File: config.mk
export PLATFORM = sky130hd
export DESIGN_NAME = mts_ctrl
export DESIGN_NICKNAME = d
export VERILOG_FILES = /design/src/rtl/core/mts_pkg.sv /design/src/rtl/core/mts_ctrl.sv
export SDC_FILE = /design/constraint.sdc
export NUM_CORES = 1
export LEC_CHECK = 0
export ABC_CLOCK_PERIOD_IN_PS = 1000
export BUFFER_PORTS_ARGS = -buffer_cell sky130_fd_sc_hd__clkbuf_2
export CAP_MARGIN = 20
export CORE_AREA = 2 2 39 41
export DETAILED_ROUTE_END_ITERATION = 8
export DIE_AREA = 0 0 41 43
export PLACE_DENSITY = 0.3
export SKIP_LAST_GASP = 1
export SYNTH_ARGS = -nofsm -noshare
export SYNTH_HDL_FRONTEND = slang
export SYNTH_SLANG_ARGS = --single-unit
File: constraint.sdc
create_clock -name clk_i -period 1 [get_ports clk_i]
set_clock_uncertainty 0.15 [all_clocks]
set_input_delay 0 -clock clk_i [delete_from_list [all_inputs] [get_ports clk_i]]
set_output_delay 0 -clock clk_i [all_outputs]
set_load 0.03 [all_outputs]
File: src/rtl/core/mts_pkg.sv
// Package for max_tracking_stack: sizes, field positions, codes and the
// controller/datapath interface types. No dependencies.
package mts_pkg;

  localparam int unsigned STACK_DEPTH   = 1024;
  localparam int unsigned PTR_W         = $clog2(STACK_DEPTH);
  localparam int unsigned CNT_W         = $clog2(STACK_DEPTH + 1);

  localparam int unsigned DATA_W        = 32;
  localparam int unsigned FUNC_W        = 2;
  localparam int unsigned STATUS_W      = 2;
  localparam int unsigned ENTRY_COUNT_W = 11;

  // input tdata layout
  localparam int unsigned IN_FUNC_LSB   = 0;
  localparam int unsigned IN_VALUE_LSB  = IN_FUNC_LSB + FUNC_W;
  localparam int unsigned IN_USED_W     = IN_VALUE_LSB + DATA_W;
  localparam int unsigned IN_TDATA_W    = ((IN_USED_W + 7) / 8) * 8;

  // output tdata layout
  localparam int unsigned OUT_POPPED_LSB = 0;
  localparam int unsigned OUT_TOP_LSB    = OUT_POPPED_LSB + DATA_W;
  localparam int unsigned OUT_MAX_LSB    = OUT_TOP_LSB + DATA_W;
  localparam int unsigned OUT_EMPTY_POS  = OUT_MAX_LSB + DATA_W;
  localparam int unsigned OUT_COUNT_LSB  = OUT_EMPTY_POS + 1;
  localparam int unsigned OUT_STATUS_LSB = OUT_COUNT_LSB + ENTRY_COUNT_W;
  localparam int unsigned OUT_USED_W     = OUT_STATUS_LSB + STATUS_W;
  localparam int unsigned OUT_TDATA_W    = ((OUT_USED_W + 7) / 8) * 8;

  typedef enum logic [FUNC_W-1:0] {
    FUNC_PUSH = 2'd0,
    FUNC_POP  = 2'd1,
    FUNC_READ = 2'd2
  } func_e;

  typedef enum logic [STATUS_W-1:0] {
    STATUS_OK        = 2'd0,
    STATUS_UNDERFLOW = 2'd1,
    STATUS_OVERFLOW  = 2'd2
  } status_e;

  typedef enum logic [1:0] {
    ST_IDLE,
    ST_LOAD,
    ST_EMIT
  } state_e;

  // controller -> datapath
  typedef struct packed {
    logic exec;   // input transfer: apply the operation
    logic load;   // take the refilled tops from the stores
    logic emit;   // load the output register
  } mts_cmd_t;

  // datapath -> controller
  typedef struct packed {
    logic need_load;  // offered item is a pop on a non-empty stack
    logic out_free;   // output register can take a result this cycle
  } mts_stat_t;

endpackage

File: src/rtl/core/mts_ctrl.sv
// Sequencer for max_tracking_stack: accept, optional refill, emit.
// Depends on mts_pkg.
module mts_ctrl (
  input  logic              clk_i,
  input  logic              rst_ni,
  input  logic              s_axis_tvalid_i,
  output logic              s_axis_tready_o,
  input  mts_pkg::mts_stat_t stat_i,
  output mts_pkg::mts_cmd_t  cmd_o
);
  import mts_pkg::*;

  state_e state_q, state_d;

  always_comb begin
    state_d = state_q;
    case (state_q)
      ST_IDLE: begin
        if (s_axis_tvalid_i) begin
          state_d = stat_i.need_load ? ST_LOAD : ST_EMIT;
        end
      end
      ST_LOAD: begin
        state_d = ST_EMIT;
      end
      ST_EMIT: begin
        if (stat_i.out_free) begin
          state_d = ST_IDLE;
        end
      end
      default: begin
        state_d = ST_IDLE;
      end
    endcase
  end

  always_comb begin
    s_axis_tready_o = 1'b0;
    cmd_o           = '0;
    case (state_q)
      ST_IDLE: begin
        s_axis_tready_o = 1'b1;
        cmd_o.exec      = s_axis_tvalid_i;
      end
      ST_LOAD: begin
        cmd_o.load = 1'b1;
      end
      ST_EMIT: begin
        cmd_o.emit = stat_i.out_free;
      end
      default: begin
      end
    endcase
  end

  always_ff @(posedge clk_i or negedge rst_ni) begin
    if (!rst_ni) begin
      state_q <= ST_IDLE;
    end else begin
      state_q <= state_d;
    end
  end

endmodule

==> run_results.csv, run 1 <==
group,metric,value,unit
outcome,outcome,"complete, but fails checks",
outcome,violations,"negative setup slack",
synthesis,ys_ff_latch,2,
global_routing,grt_use_total,6.33,%
final_layout,nFillCells,150,
critical_path,startpoint_type,"register",
cts,clock_latency,0.22,ns
global_routing,use_met1,6.43,%
global_routing,grt_util_met2,6.56,%
critical_path,required,0.85,ns
final_layout,top_register,"state_q",
routing,detail-route-antenna-nets,0,
routing,first_pass_iters,2,
critical_path,cp.arrival,1.04,ns
cts,clock_sinks,2,
global_routing,antenna_found_initial,0,
timing,rsz0062_at_grt,"true",
cts,clk_pin_slew_worst_paths,0.03,ns
global_routing,first_global_vias,164,
run,drv_cap,0,
global_routing,grt_max_degree,5,
final_layout,syn2layout_area_growth,201,%
routing,drt_iter0_markers,2,
synthesis,yosysWarnings,0,
cts,root_buffer,"clkbuf_4",
final_layout,antennaDiodeCount,0,
timing,worst_hold_slack,0.189,ns
timing,final_max_slew_viol_count,0,
timing,worst_pin_slew,0.118,ns
pwr,power.leakage,0.142,nW
die,die_area,1760,µm²
cts,cts_tree,"yes",
cts,cts_buffer_depth,2,
routing,routedWlPerCell,8.24,µm
die,row_count,14,
routing,drc_errors,0,
critical_path,setup.worst_path.end_class,"primary output",
pwr,peakVddDrop,0.944,mV
pwr,total_power,0.819,mW
final_layout,fin_nets,37,
min_path,min_path_type,"in2out",
global_routing,grt_pass1_wl,634,µm
cts,cts-htree-levels,1,
final_layout,drive_gt1_share,66.7,%
timing,clock.fmax,842,MHz
timing,layout_setup_ws,-0.188,ns
die,start_util,7.32,%
synthesis,syn_nets,16,
die,fp.dieW,41,µm
critical_path,crit_path_max_fanout,3,
final_layout,ff_latch_area,52.6,µm²
routing,wirelength,379,µm
die,ios,9,
placement,gp_congestion,0.535,
synthesis,ys_seq_area_share,49.4,%
critical_path,crit_type,"reg2out",
timing,hold_viol,0,
die,coreArea,1380,µm²
timing,setup_viol,5,
timing,period_minus_slack,1.19,ns
final_layout,largest_reg_flops,2,
timing,fin_crit_sh,119,%
global_routing,grt_use_met3,5.24,%
synthesis,avgSynthCellArea,9.21,µm²
timing,setup_tns,-0.667,ns
final_layout,reg.largest.list,"state_q x2",
final_layout,multi_input_area,70.1,µm²
synthesis,synth_cell_types,10,
global_routing,globalRoute.busiestLayer,"met4",
synthesis,synthCells,11,
cts,cts-buffers-inserted,3,
synthesis,netlist_area,101,µm²
die,die_h,43,µm
routing,viasPerCell,3.26,
placement,io_buffers,8,
timing,maxSlewHeadroom,92.1,%
routing,num_vias,150,
global_routing,overflow,0,
pwr,p_per_area,2680,nW/µm²
==> synthesized netlist by cell type <==
library cell | instances | area share (%)
nor2b_1 | 1 | 6.2
o21a_1 | 1 | 7.4
and3_1 | 1 | 6.2
and2_1 | 1 | 6.2
nand2_1 | 1 | 3.7
a21oi_1 | 1 | 4.9
dfrtp_1 | 2 | 49
nand2b_1 | 1 | 6.2
nor2_1 | 1 | 3.7
nor2_2 | 1 | 6.2
==> power breakdown <==
part / internal [mW] / switching [mW] / total (mW)
combinational: 0.269 / 0.223 / 0.492
clock: 0.132 / 0.0442 / 0.176
sequential: 0.114 / 0.0357 / 0.150
==> final timing paths <==
kind	from	endpoint	slack, ns	depth (start not counted)
setup / recovery	state_q[1]	cmd_o[2]	-0.19	3
hold / removal	stat_i[0]	cmd_o[0]	0.19	4
setup reg to reg	state_q[1]	state_q[0]	-0.03	3
hold reg to reg	state_q[0]	state_q[1]	0.46	2
max in group asynchronous	rst_ni	state_q[0]	0.05	3
min in group asynchronous	rst_ni	state_q[1]	0.51	3
==> cell usage in the layout, fill, tap and decap left out <==
master,netlist,routed
o21a_1,1,1
a21oi_2,0,1
nor2_4,0,1
dlygate4sd3_1,0,5
nor2_1,1,1
buf_8,0,1
clkbuf_4,0,3
clkbuf_2,0,4
nand2_1,1,1
buf_4,0,4
and3_1,1,1
and2_4,0,1
dfrtp_2,0,2
nor2b_4,0,1
nand2b_1,1,1
buf_6,0,1
clkbuf_8,0,1
==> cells by family (layout without fill, tap and decap cells) <==
group | Yosys count | after routing | synth area share, %
AO/OA/AOI/OAI | 2 | 2 | 12.3
buffers and inverters | 0 | 19 | 0
flip-flops | 2 | 2 | 49.4
AND/OR/NAND/NOR | 7 | 7 | 38.3
==> repair_timing <==
item                                   CTS  global route
setup endpoints to repair                4             6
pin swaps                                4             1
endpoints found under the hold margin    4             0
resized for setup                        6             8
buffers inserted                         2             1
hold buffers                             5             0
==> final cells by class <==
type / count / area share, %
timing repair buffer: 16 / 45.9
sequential: 2 / 17.2
multi-input combinational: 9 / 23.0
tap: 16 / 6.56
clock buffer: 3 / 7.38
==> critical path: stages (launching register included) <==
cell,delay (ns)
dfrtp_2,0.42
nor2_4,0.13
and2_4,0.15
buf_8,0.11
==> through the flow <==
stage / cells / setup WS (ns) / instance area [µm²] / utilization (%)
floorplan: 11 / -0.0433 / 109 / -
global placement: 35 / -0.0321 / 169 / 12.2
global route: 46 / -0.258 / 305 / 22.1
detailed placement: 35 / -0.0458 / 169 / 12.2
CTS: 45 / -0.222 / 279 / 20.2
finish: 46 / -0.188 / 305 / 22.1
==> routing by layer <==
layer,share of wire (%),wire [µm]
met4,0,0
met2,49,184
met1,39,148
met5,0,0
met3,12,46
Power figures use the tool's default switching activity.
==> inputs of run 2 (changes only) <==
--- a/config.mk
+++ b/config.mk
@@ -11,6 +11,7 @@
 export CORE_AREA = 2 2 39 41
 export DETAILED_ROUTE_END_ITERATION = 8
 export DIE_AREA = 0 0 41 43
+export MAX_ROUTING_LAYER = met4
 export PLACE_DENSITY = 0.3
 export SKIP_LAST_GASP = 1
 export SYNTH_ARGS = -nofsm -noshare
==> run 2 against run 1 <==
Critical path type unchanged. Count of clock-buffer cells in the layout stayed put. Critical path depth stayed put. Worst hold slack stayed put. The flow still finishes with violations (negative setup slack). Global-route usage is 0.16 points higher. Die area stayed put.
==> run_results.csv, run 2 (same netlist as run 1, synthesis figures left out) <==
group,metric,value,unit
routing,detail-route-antenna-nets,0,
die,fp.dieW,41,µm
timing,fin_crit_sh,119,%
routing,num_vias,150,
global_routing,grt_use_total,6.48,%
run,drv_cap,0,
die,row_count,14,
timing,setup_viol,5,
routing,viasPerCell,3.26,
critical_path,cp.arrival,1.04,ns
timing,period_minus_slack,1.19,ns
global_routing,use_met1,6.75,%
placement,place_ws,-0.0458,ns
timing,hold_viol,0,
routing,drt_iter0_markers,2,
timing,worst_hold_slack,0.189,ns
routing,drc_errors,0,
final_layout,final_core_util,22.1,%
pwr,p_per_area,2680,nW/µm²
final_layout,final_cell_mix,"dlygate4sd3_1, clkbuf_2, buf_4",
timing,rsz0062_at_grt,"true",
critical_path,crit_type,"reg2out",
min_path,min_path_type,"in2out",
critical_path,required,0.85,ns
min_path,hp-start,"stat_i[0]",
timing,worst_pin_slew,0.118,ns
final_layout,fin_nets,37,
final_layout,antennaDiodeCount,0,
global_routing,globalRoute.busiestLayer,"met4",
cts,cts_tree,"yes",
critical_path,cp-startpoint,"state_q[1]",
die,die_h,43,µm
cts,root_buffer,"clkbuf_4",
critical_path,worstReg2RegStart,"state_q[1]",
global_routing,first_global_vias,164,
final_layout,top_register,"state_q",
final_layout,stdcell_area,305,µm²
critical_path,setup.worst_path.end_class,"primary output",
timing,maxSlewHeadroom,92.1,%
routing,routedWlPerCell,8.24,µm
timing,clock.fmax,842,MHz
cts,cts-htree-levels,1,
global_routing,grt_pass1_wl,634,µm
routing,wirelength,379,µm
final_layout,mostFrequentLayoutCell,"dlygate4sd3_1",
final_layout,syn2layout_area_growth,201,%
global_routing,overflow,0,
die,die_area,1760,µm²
final_layout,largest_reg_flops,2,
global_routing,antenna_found_initial,0,
placement,io_buffers,8,
pwr,total_power,0.819,mW
die,start_util,7.32,%
outcome,outcome,"complete, but fails checks",
placement,place_area,169,µm²
cts,clk_pin_slew_worst_paths,0.03,ns
critical_path,crit_path_max_fanout,3,
global_routing,grt_max_degree,5,
global_routing,grt_use_met3,4.71,%
die,ios,9,
final_layout,fin_cells,46,
global_routing,grt_util_met2,6.56,%
final_layout,reg.largest.list,"state_q x2",
cts,cts-buffers-inserted,3,
pwr,peakVddDrop,0.945,mV
routing,first_pass_iters,2,
placement,gp_congestion,0.536,
cts,clock_sinks,2,
die,coreArea,1380,µm²
final_layout,drive_gt1_share,66.7,%
cts,clock_latency,0.22,ns
timing,setup_tns,-0.670,ns
timing,final_max_slew_viol_count,0,
outcome,violations,"negative setup slack",
pwr,power.leakage,0.142,nW
critical_path,startpoint_type,"register",
timing,layout_setup_ws,-0.188,ns
cts,cts_buffer_depth,2,
placement,dp_cells,35,
run 2: cell counts in the layout (fill, tap and decap cells not counted):
No cell type changed its count.
run 2: power by group:
part           internal [mW]  switching, mW  total, mW
clock                  0.132         0.0442      0.176
combinational          0.269          0.223      0.492
sequential             0.114         0.0357      0.150
total                  0.516          0.303      0.819
run 2: path summary, 6_finish.rpt:
kind / end / slack, ns / cells past startpoint
max: cmd_o[2] / -0.19 / 3
min: cmd_o[0] / 0.19 / 4
max reg2reg: state_q[0] / -0.03 / 3
min reg2reg: state_q[1] / 0.46 / 2
max in group asynchronous: state_q[0] / 0.05 / 3
min in group asynchronous: state_q[1] / 0.51 / 3
run 2: layout make-up:
cell class | instances | area, µm²
Clock buffer | 3 | 22.5
Timing Repair Buffer | 16 | 140
Fill cell | 150 | 1080
Sequential cell | 2 | 52.6
Multi-Input combinational cell | 9 | 70.1
Tap cell | 16 | 20.0
run 2: timing repair:
item | 4_1_cts | 5_1_grt
pin swaps | 4 | 1
hold endpoints to repair | 4 | 0
setup endpoints to repair | 4 | 6
hold buffers | 5 | 0
buffers inserted | 2 | 1
resized for setup | 6 | 8
run 2: routing by layer:
layer	up-vias	share of wire [%]
met3	0	12
met4	0	0
li1	75	-
met5	-	0
met2	9	49
met1	66	39
run 2: worst max-delay path, stage by stage, from the launching register on:
cell,delay [ns]
dfrtp_2,0.42
nor2_4,0.13
and2_4,0.15
buf_8,0.11
